### config.mk
export PLATFORM = sky130hd
export DESIGN_NAME = rc_receiver_frame_decoder_top
export DESIGN_NICKNAME = d
export VERILOG_FILES = /design/src/hw/rtl/rcfd_pkg.sv /design/src/hw/rtl/rc_receiver_frame_decoder_top.sv /design/src/hw/rtl/rcfd_decode.sv
export SDC_FILE = /design/constraint.sdc
export NUM_CORES = 1
export LEC_CHECK = 0
export BUFFER_PORTS_ARGS = -buffer_cell sky130_fd_sc_hd__buf_4
export CORE_ASPECT_RATIO = 1.25
export CORE_UTILIZATION = 51
export DETAILED_ROUTE_END_ITERATION = 10
export HOLD_SLACK_MARGIN = 0.05
export PLACE_DENSITY = 0.76
export SYNTH_ARGS = -nofsm -noshare
export SYNTH_HDL_FRONTEND = slang
export SYNTH_SLANG_ARGS = --single-unit
### constraint.sdc
create_clock -name clock -period 3.85 [get_ports clock]
set_input_delay 0.5775 -clock clock [delete_from_list [all_inputs] [get_ports clock]]
set_output_delay 0.5775 -clock clock [all_outputs]
set_load 0.01 [all_outputs]
### src/hw/rtl/rcfd_pkg.sv
// shared types and constants for the rc receiver frame decoder
package rcfd_pkg;

   localparam int FRAME_BYTES = 18;
   localparam int FRAME_BITS  = FRAME_BYTES * 8;
   localparam int STICK_W     = 11;
   localparam int POS_W       = 5;
   localparam int ADDR_W      = 4;

   localparam logic [STICK_W-1:0] STICK_LOW_RESET    = 11'd364;
   localparam logic [STICK_W-1:0] STICK_HIGH_RESET   = 11'd1684;
   localparam logic [STICK_W-1:0] STICK_CENTER_RESET = 11'd1024;
   localparam logic [3:0]         SWITCH_DEFAULT     = 4'hF;

   // register indexes on the csr port (word address)
   localparam logic [1:0] REG_STICK_LOW    = 2'd0;
   localparam logic [1:0] REG_STICK_HIGH   = 2'd1;
   localparam logic [1:0] REG_STICK_CENTER = 2'd2;

   localparam logic KIND_DATA = 1'b0;
   localparam logic KIND_IDLE = 1'b1;

   typedef struct packed {
      logic [STICK_W-1:0] stick_low_limit;
      logic [STICK_W-1:0] stick_high_limit;
      logic [STICK_W-1:0] stick_center;
   } cfg_type;

   typedef struct packed {
      logic [STICK_W-1:0] right_stick_x;
      logic [STICK_W-1:0] right_stick_y;
      logic [STICK_W-1:0] left_stick_x;
      logic [STICK_W-1:0] left_stick_y;
      logic [3:0]         switches;
      logic signed [15:0] mouse_x;
      logic signed [15:0] mouse_y;
      logic signed [15:0] mouse_z;
      logic [15:0]        mouse_buttons;
      logic [15:0]        key_mask;
      logic [15:0]        channel_word;
      logic               defaulted;
   } rsp_type;

endpackage

### src/hw/rtl/rc_receiver_frame_decoder_top.sv
// top level of the rc receiver frame decoder: frame store, csr block, result register
// an idle transaction shows its result on rsp_ in the cycle after acceptance
// throughput: one req transaction per cycle; ready is held low only while a result
//   is pending and rsp_ready is low, set by the single output register
// a data transaction writes the frame store in place and produces no result
// reset: synchronous, clears frame store, write position, result valid, and loads
//   the stick limits and center with their defaults
module rc_receiver_frame_decoder_top (
   input  logic                         clock,
   input  logic                         reset,
   // request channel
   input  logic                         req_valid,
   output logic                         req_ready,
   input  logic                         req_kind,
   input  logic [7:0]                   req_data_byte,
   // result channel
   output logic                         rsp_valid,
   input  logic                         rsp_ready,
   output logic [rcfd_pkg::STICK_W-1:0] rsp_right_stick_x,
   output logic [rcfd_pkg::STICK_W-1:0] rsp_right_stick_y,
   output logic [rcfd_pkg::STICK_W-1:0] rsp_left_stick_x,
   output logic [rcfd_pkg::STICK_W-1:0] rsp_left_stick_y,
   output logic [3:0]                   rsp_switches,
   output logic signed [15:0]           rsp_mouse_x,
   output logic signed [15:0]           rsp_mouse_y,
   output logic signed [15:0]           rsp_mouse_z,
   output logic [15:0]                  rsp_mouse_buttons,
   output logic [15:0]                  rsp_key_mask,
   output logic [15:0]                  rsp_channel_word,
   output logic                         rsp_defaulted,
   // csr port
   input  logic                         psel,
   input  logic                         penable,
   input  logic                         pwrite,
   input  logic [rcfd_pkg::ADDR_W-1:0]  paddr,
   input  logic [31:0]                  pwdata,
   output logic [31:0]                  prdata,
   output logic                         pready
);
   import rcfd_pkg::*;

   // frame store, one byte register per slot
   logic [7:0]       store_ff [FRAME_BYTES];
   logic [POS_W-1:0] wpos_ff, wpos_in;
   logic [FRAME_BITS-1:0] frame;

   cfg_type cfg_ff;
   rsp_type dec_rsp;
   rsp_type rsp_ff;
   logic    rsp_valid_ff, rsp_valid_in;

   logic req_fire, rsp_fire, csr_write;
   logic [1:0] csr_index;

   // handshakes
   assign req_ready = !rsp_valid_ff || rsp_ready;
   assign req_fire  = req_valid && req_ready;
   assign rsp_fire  = rsp_valid_ff && rsp_ready;

   // flatten the store little endian, byte 0 in the low bits
   always_comb begin
      for (int i = 0; i < FRAME_BYTES; i++) begin
         frame[i*8 +: 8] = store_ff[i];
      end
   end

   // write position: advances per stored byte, saturates at frame length,
   // returns to zero on idle
   always_comb begin
      wpos_in = wpos_ff;
      if (req_fire) begin
         if (req_kind == KIND_IDLE) begin
            wpos_in = '0;
         end else if (wpos_ff < POS_W'(FRAME_BYTES)) begin
            wpos_in = wpos_ff + POS_W'(1);
         end
      end
   end

   always_ff @(posedge clock) begin
      if (reset) begin
         for (int i = 0; i < FRAME_BYTES; i++) begin
            store_ff[i] <= '0;
         end
         wpos_ff <= '0;
      end else begin
         // bytes past the frame length are dropped
         if (req_fire && req_kind == KIND_DATA && wpos_ff < POS_W'(FRAME_BYTES)) begin
            store_ff[wpos_ff] <= req_data_byte;
         end
         wpos_ff <= wpos_in;
      end
   end

   // decode straight from the store; stale bytes of a short frame are kept
   rcfd_decode u_decode (
      .frame (frame),
      .cfg   (cfg_ff),
      .rsp   (dec_rsp)
   );

   // result register, loaded on an accepted idle transaction
   always_comb begin
      rsp_valid_in = rsp_valid_ff;
      if (rsp_fire) begin
         rsp_valid_in = 1'b0;
      end
      if (req_fire && req_kind == KIND_IDLE) begin
         rsp_valid_in = 1'b1;
      end
   end

   always_ff @(posedge clock) begin
      if (reset) begin
         rsp_valid_ff <= 1'b0;
      end else begin
         rsp_valid_ff <= rsp_valid_in;
      end
      if (req_fire && req_kind == KIND_IDLE) begin
         rsp_ff <= dec_rsp;
      end
   end

   assign rsp_valid         = rsp_valid_ff;
   assign rsp_right_stick_x = rsp_ff.right_stick_x;
   assign rsp_right_stick_y = rsp_ff.right_stick_y;
   assign rsp_left_stick_x  = rsp_ff.left_stick_x;
   assign rsp_left_stick_y  = rsp_ff.left_stick_y;
   assign rsp_switches      = rsp_ff.switches;
   assign rsp_mouse_x       = rsp_ff.mouse_x;
   assign rsp_mouse_y       = rsp_ff.mouse_y;
   assign rsp_mouse_z       = rsp_ff.mouse_z;
   assign rsp_mouse_buttons = rsp_ff.mouse_buttons;
   assign rsp_key_mask      = rsp_ff.key_mask;
   assign rsp_channel_word  = rsp_ff.channel_word;
   assign rsp_defaulted     = rsp_ff.defaulted;

   // csr block: word addressed, no wait states, unused index ignored
   assign pready    = 1'b1;
   assign csr_index = paddr[ADDR_W-1:2];
   assign csr_write = psel && penable && pwrite && pready;

   always_ff @(posedge clock) begin
      if (reset) begin
         cfg_ff.stick_low_limit  <= STICK_LOW_RESET;
         cfg_ff.stick_high_limit <= STICK_HIGH_RESET;
         cfg_ff.stick_center     <= STICK_CENTER_RESET;
      end else if (csr_write) begin
         case (csr_index)
            REG_STICK_LOW:    cfg_ff.stick_low_limit  <= pwdata[STICK_W-1:0];
            REG_STICK_HIGH:   cfg_ff.stick_high_limit <= pwdata[STICK_W-1:0];
            REG_STICK_CENTER: cfg_ff.stick_center     <= pwdata[STICK_W-1:0];
            default: ;
         endcase
      end
   end

   always_comb begin
      case (csr_index)
         REG_STICK_LOW:    prdata = {21'd0, cfg_ff.stick_low_limit};
         REG_STICK_HIGH:   prdata = {21'd0, cfg_ff.stick_high_limit};
         REG_STICK_CENTER: prdata = {21'd0, cfg_ff.stick_center};
         default:          prdata = '0;
      endcase
   end

endmodule

### src/hw/rtl/rcfd_decode.sv
// frame unpacking, range check and default substitution
module rcfd_decode (
   input  logic [rcfd_pkg::FRAME_BITS-1:0] frame,
   input  rcfd_pkg::cfg_type               cfg,
   output rcfd_pkg::rsp_type               rsp
);
   import rcfd_pkg::*;

   logic [STICK_W-1:0] rx, ry, lx, ly;
   logic [1:0]         rs, ls;
   logic               bad;

   function automatic logic stick_ok(logic [STICK_W-1:0] v, cfg_type c);
      return (v >= c.stick_low_limit) && (v <= c.stick_high_limit);
   endfunction

   assign rx = frame[10:0];
   assign ry = frame[21:11];
   assign lx = frame[32:22];
   assign ly = frame[43:33];
   assign rs = frame[45:44];
   assign ls = frame[47:46];

   assign bad = !stick_ok(rx, cfg) || !stick_ok(ry, cfg) || !stick_ok(lx, cfg)
                || !stick_ok(ly, cfg) || (rs == 2'd0) || (ls == 2'd0);

   always_comb begin
      if (bad) begin
         rsp               = '0;
         rsp.right_stick_x = cfg.stick_center;
         rsp.right_stick_y = cfg.stick_center;
         rsp.left_stick_x  = cfg.stick_center;
         rsp.left_stick_y  = cfg.stick_center;
         rsp.switches      = SWITCH_DEFAULT;
         rsp.defaulted     = 1'b1;
      end else begin
         rsp.right_stick_x = rx;
         rsp.right_stick_y = ry;
         rsp.left_stick_x  = lx;
         rsp.left_stick_y  = ly;
         rsp.switches      = {ls, rs};
         rsp.mouse_x       = frame[63:48];
         rsp.mouse_y       = frame[79:64];
         rsp.mouse_z       = frame[95:80];
         rsp.mouse_buttons = frame[111:96];
         rsp.key_mask      = frame[127:112];
         rsp.channel_word  = frame[143:128];
         rsp.defaulted     = 1'b0;
      end
   end

endmodule

== Word-level counts from Yosys, hierarchy flattened ==
Memories as Yosys holds them, arrays and structs flattened.
Index checks and enable logic that the tools add are counted.

* Register bits after elaboration: 184
* Memory bits (writable): 144
* Bits of input ports: 52
* Output and inout bits: 180
* Word-level logic and storage cells: 77
* Memories kept: 1

{| class="wikitable"
|+ Memory list
! memory !! depth !! bits a word !! read ports !! clocked after Yosys merged registers in !! wr ports !! line !! RTL
|-
| store_ff || 18 || 8 || 18 || 0 || 18 || rc_receiver_frame_decoder_top.sv:43 || <nowiki>logic [7:0] store_ff [FRAME_BYTES];</nowiki>
|}

* Add/sub/neg operators: 1
* $lt $le $gt $ge: 9
* Eq/ne operators: 2
* Muxes and demuxes: 14
* Bitwise operators: 1
* Reductions and logical operators: 32

{| class="wikitable"
|+ Operator list
! operator !! number
|-
| 145-bit two-way mux || 1
|-
| 11-bit >= comparator || 4
|-
| 11-bit less-or-equal comparator || 4
|-
| 11-bit case mux with 3 select lines || 1
|-
| 5-bit two-way mux || 3
|-
| 1-bit logical AND || 11
|-
| 1-bit two-way mux || 8
|-
| 8-bit two-way mux || 1
|-
| 2-bit AND reduction || 4
|-
| 8-bit OR reduction || 1
|-
| 2-bit logical NOT || 3
|-
| 1-bit logical OR || 6
|-
| 5-bit by 1-bit adder with 5-bit output, second input constant || 1
|-
| 1-bit logical NOT || 5
|-
| 5-bit less-than comparator, second input constant || 1
|-
| 2-bit nonzero test || 2
|-
| 2-bit by 1-bit == test with 1-bit output, second input constant || 1
|-
| 2-bit == test, second input constant || 1
|-
| 1-bit inverter || 1
|}

== Depth between registers and ports, before layout ==
* Word-level depth: 10
* Mapped depth: 11

== By module ==
Synthesis repeated with hierarchy kept, for this count alone.

* Cells, all modules: 1180
* Area total of the unflattened synthesis: 14950.6 µm²

{| class="wikitable"
|+ Modules (own cells, without submodules)
! module !! times used !! cells an instance !! area each (µm²)
|-
| rc_receiver_frame_decoder_top || 1 || 781 || 11722.5
|-
| rcfd_decode || 1 || 399 || 3228.1
|}

== Worst setup path before layout ==
Ideal clock, no wire load.

* Kind: input to register
* From: in rsp_ready
* To: reg rsp_ff, in the netlist rsp_channel_word[0], enable pin
* Library setup time: 0.498 ns
* Arrival time: 3.661 ns
* Path slack: -0.309 ns
* Cell stages on the path: 3
* Path buffers: 0
* Path through: nand2b_2 nand3_1 inv_1

* Word-level cells in the longest chain between the ends: 3

{| class="wikitable"
|+ Ends and longest elaborated chain
! element !! line !! RTL
|-
| start: declaration || rc_receiver_frame_decoder_top.sv:18 || <nowiki>input logic rsp_ready,</nowiki>
|-
| 1-bit logical OR || rc_receiver_frame_decoder_top.sv:56 || <nowiki>assign req_ready = !rsp_valid_ff || rsp_ready;</nowiki>
|-
| 1-bit logical AND || rc_receiver_frame_decoder_top.sv:57 || <nowiki>assign req_fire = req_valid && req_ready;</nowiki>
|-
| 1-bit logical AND || rc_receiver_frame_decoder_top.sv:119 || <nowiki>if (req_fire && req_kind == KIND_IDLE) begin</nowiki>
|-
| end signal: assignment || rc_receiver_frame_decoder_top.sv:120 || <nowiki>rsp_ff <= dec_rsp;</nowiki>
|-
| end: declaration || rc_receiver_frame_decoder_top.sv:49 || <nowiki>rsp_type rsp_ff;</nowiki>
|}

Every way passes these cells.
A chain may end at the register's enable or synchronous reset.

==> impl_metrics.json <==
{
  "status": "completed",
  "hpwl_mm": 24.2,
  "areaGrowthSynthToFinish_pct": 17.6,
  "cts_setup_buffers": 0,
  "firstDrtPassIters": 4,
  "ys_warn_count": 0,
  "maxSlewHeadroom_pct": 25.8,
  "clkPwrFrac_pct": 39.8,
  "cp-start-kind": "register",
  "rsz0062_at_grt": "no",
  "syn-cell-area_sq_um": 14800,
  "cts_root_buffer": "clkbuf_16",
  "min_period_over_period_pct": 84.6,
  "ir_drop_mv": 0.317,
  "drv_cap": 0,
  "max_freq_ghz": 0.307,
  "die_w_um": 154,
  "drive_above_1_share_pct": 21.0,
  "power.leakage_nw": 6.88,
  "path_max_fanout": 107,
  "clockBufferDepth": 3,
  "place_congestion": 0.909,
  "p_comb_share_pct": 6.0,
  "ys_async_sr_fraction_pct": 0,
  "synth_common_cells": "edfxtp_1 (289), nor2_1 (143), and2_1 (120)",
  "reg2reg_depth": 10,
  "netlist-cell-type-count": 58,
  "num_rows": 69,
  "cts.htree.levels": 1,
  "ctsResizeCount": 0,
  "initial_utilization_pct": 51.9,
  "p_sw_share_pct": 21.6,
  "crit_chain": "ha_1 -> a21o_1 -> a21oi_1 -> o21ai_1 -> o31ai_1 -> o311ai_1 -> a211oi_4 -> buf_12 -> buf_4 -> and2_1",
  "drcViolationCount": 0,
  "core_area_sq_um": 28400,
  "finalPower_mw": 7.45,
  "hold_buffers": 0,
  "powerDensity_nw_per_um2": 429,
  "power_switching_mw": 1.61,
  "whs_ns": 0.240,
  "nets": 1462,
  "crit_type": "register to register",
  "first_global_vias": 9138,
  "drtIter0Drc": 564,
  "cts.sinks": 328,
  "hp-class": "input port to register",
  "cts_tree": "built",
  "crit_end": "rsp_mouse_y[0]",
  "ios": 232,
  "cts_made_buffers": 31,
  "gr-total-overflow": 0,
  "die_area_sq_um": 29600,
  "ant_nets": 0,
  "min_period_ns": 3.26,
  "synth_edf_count": 289,
  "r2r_start": "store_ff[2][4]",
  "critPathLaunch": "store_ff[2][4]",
  "syn_inst": 1142,
  "final_util_pct": 61.1,
  "fin_tns_setup_ns": 0,
  "viasPerCell": 5.52,
  "die_h_um": 192,
  "setup_violations": 0,
  "slowest_delay_ns": 0.47,
  "yosysMostFrequentCell": "edfxtp_1",
  "yosysTopAreaCellShare_pct": 58.8,
  "ys.flop_type": "edfxtp_1",
  "arrival_ns": 3.67,
  "post_synth.cell_area_avg_sq_um": 12.9,
  "routedWlPerCell_um": 20.3,
  "dp_cells": 1643,
  "fin_skew_ns": 0.0141,
  "grt_pass1_wl_mm": 52.0,
  "p_int_mw": 5.84,
  "synthTopCellsByArea": "edfxtp_1 (59%), ha_1 (7.5%), dfxtp_1 (5.3%), and2_1 (5.1%), nor2_1 (3.6%)",
  "r2r_setup_slack_ns": 0.59,
  "cp-end-kind": "register",
  "worstMarginPinSlew_ns": 1.11,
  "grt_util_all_layers_pct": 23.5,
  "stdcell_count": 1703,
  "required_ns": 4.27,
  "vias": 9401,
  "finalHoldViolations": 0,
  "r2r_end": "rsp_mouse_y[0]",
  "drt_wl_total_mm": 34.7,
  "ys_seq_area_share_pct": 64.1,
  "grt_start_max_net_pins": 108,
  "ys_ff_latch": 328,
  "finalMaxSlewViolations": 0,
  "slowest_stage": "edfxtp_1",
  "clock_latency_ns": 0.56,
  "antenna_found_initial": 2,
  "path_clk_slew_ns": 0.06,
  "synth_area_leader_cell": "edfxtp_1",
  "numPortBuffers": 186,
  "seqPwrFrac_pct": 54.2
}
per-stage QoR:
| step | worst slack, ns | instance area [sq um] |
|---|---|---|
| 3_3_place_gp | 0.675 | 16400 |
| 2_1_floorplan | 0.353 | 14800 |
| 6_report | 0.594 | 17400 |
| 5_1_grt | 0.308 | 17400 |
| 3_5_place_dp | 0.585 | 16400 |
| 4_1_cts | 0.562 | 17300 |
layer usage:
| layer | up-vias | GRT usage (%) | wire length (um) |
|---|---|---|---|
| met3 | 66 | 2.66 | 1590 |
| met1 | 4614 | 28.2 | 13800 |
| met5 | - | 0 | 0 |
| met4 | 0 | 9.42 | 1060 |
| li1 | 4416 | - | - |
| met2 | 305 | 42.9 | 18200 |
worst max-delay path: cells and delay by family, from the launching register on:
kind,cells,cell delay [ns]
simple gates,1,0.19
flops,1,0.47
fa+ha+maj,1,0.36
compound gates,6,1.27
buf+inv,2,0.77
kinds of logic after synthesis:
kind of cell / after synthesis / share of synthesized area [%]
AO/OA/AOI/OAI: 128 / 5.54
AND/OR/NAND/NOR: 431 / 14.7
adder cells (fa/ha/maj): 89 / 7.55
XOR/XNOR: 1 / 0.0594
flip-flops: 328 / 64.1
other: 2 / 0.0509
buffers and inverters: 107 / 3.82
multiplexers: 56 / 4.18
layout by cell type, fill, tap and decap left out, types with 4 or more instances in the layout:
cell       count
edfxtp_1     289
buf_4        196
nor2_1       143
and2_1       120
ha_1          89
nand2_1       71
a21oi_1       53
dfxtp_1       39
inv_1         34
clkbuf_16     32
mux2_2        31
o21ai_0       23
nand2b_1      23
conb_1        22
nand3_1       19
nand4_1       19
mux2_1        14
clkbuf_1      12
mux2i_1       11
a211o_1       10
a21o_1         8
nand3b_1       8
a211oi_1       8
nor3_1         7
clkinv_2       5
clkbuf_8       5
nor2b_1        4
o21bai_1       4
layout make-up:
class,instances,area (sq um)
flip-flops and latches,328,9460
fillers,2212,11100
diodes,2,5.00
repair buffers,198,1510
multi-input cells,727,4810
well taps,355,444
clock inverters,9,76.3
clock buffers,49,915
inverters,35,135
power groups by stage:
stage / clock [mW] / combinational, mW / sequential (mW)
finish: 2.97 / 0.446 / 4.04
detailed placement: 0 / 0.446 / 4.11
global route: 3.14 / 0.487 / 4.04
floorplan: 0 / 0.235 / 4.12
CTS: 3.01 / 0.447 / 4.04
global placement: 0 / 0.432 / 4.11
sequential cells by signal, indices dropped and copies added (netlist names), 4 cells and up:
name               cells
cfg_ff                33
rsp_channel_word      16
rsp_key_mask          16
rsp_left_stick_x      11
rsp_left_stick_y      11
rsp_mouse_buttons     16
rsp_mouse_x           16
rsp_mouse_y           16
rsp_mouse_z           16
rsp_right_stick_x     11
rsp_right_stick_y     11
rsp_switches           4
store_ff             144
wpos_ff                5
how the worst min path moves through the flow:
stage / start / to / slack [ns] / cells past startpoint
CTS: pwdata[2] / cfg_ff[13] / 0.22 / 2
global placement: cfg_ff[14] / cfg_ff[14] / 0.46 / 2
global route: pwdata[7] / cfg_ff[18] / 0.24 / 2
detailed placement: cfg_ff[23] / cfg_ff[23] / 0.46 / 2
floorplan: cfg_ff[23] / cfg_ff[23] / 0.45 / 2
finish: pwdata[2] / cfg_ff[13] / 0.24 / 2
(Power assumes the default switching activity.)
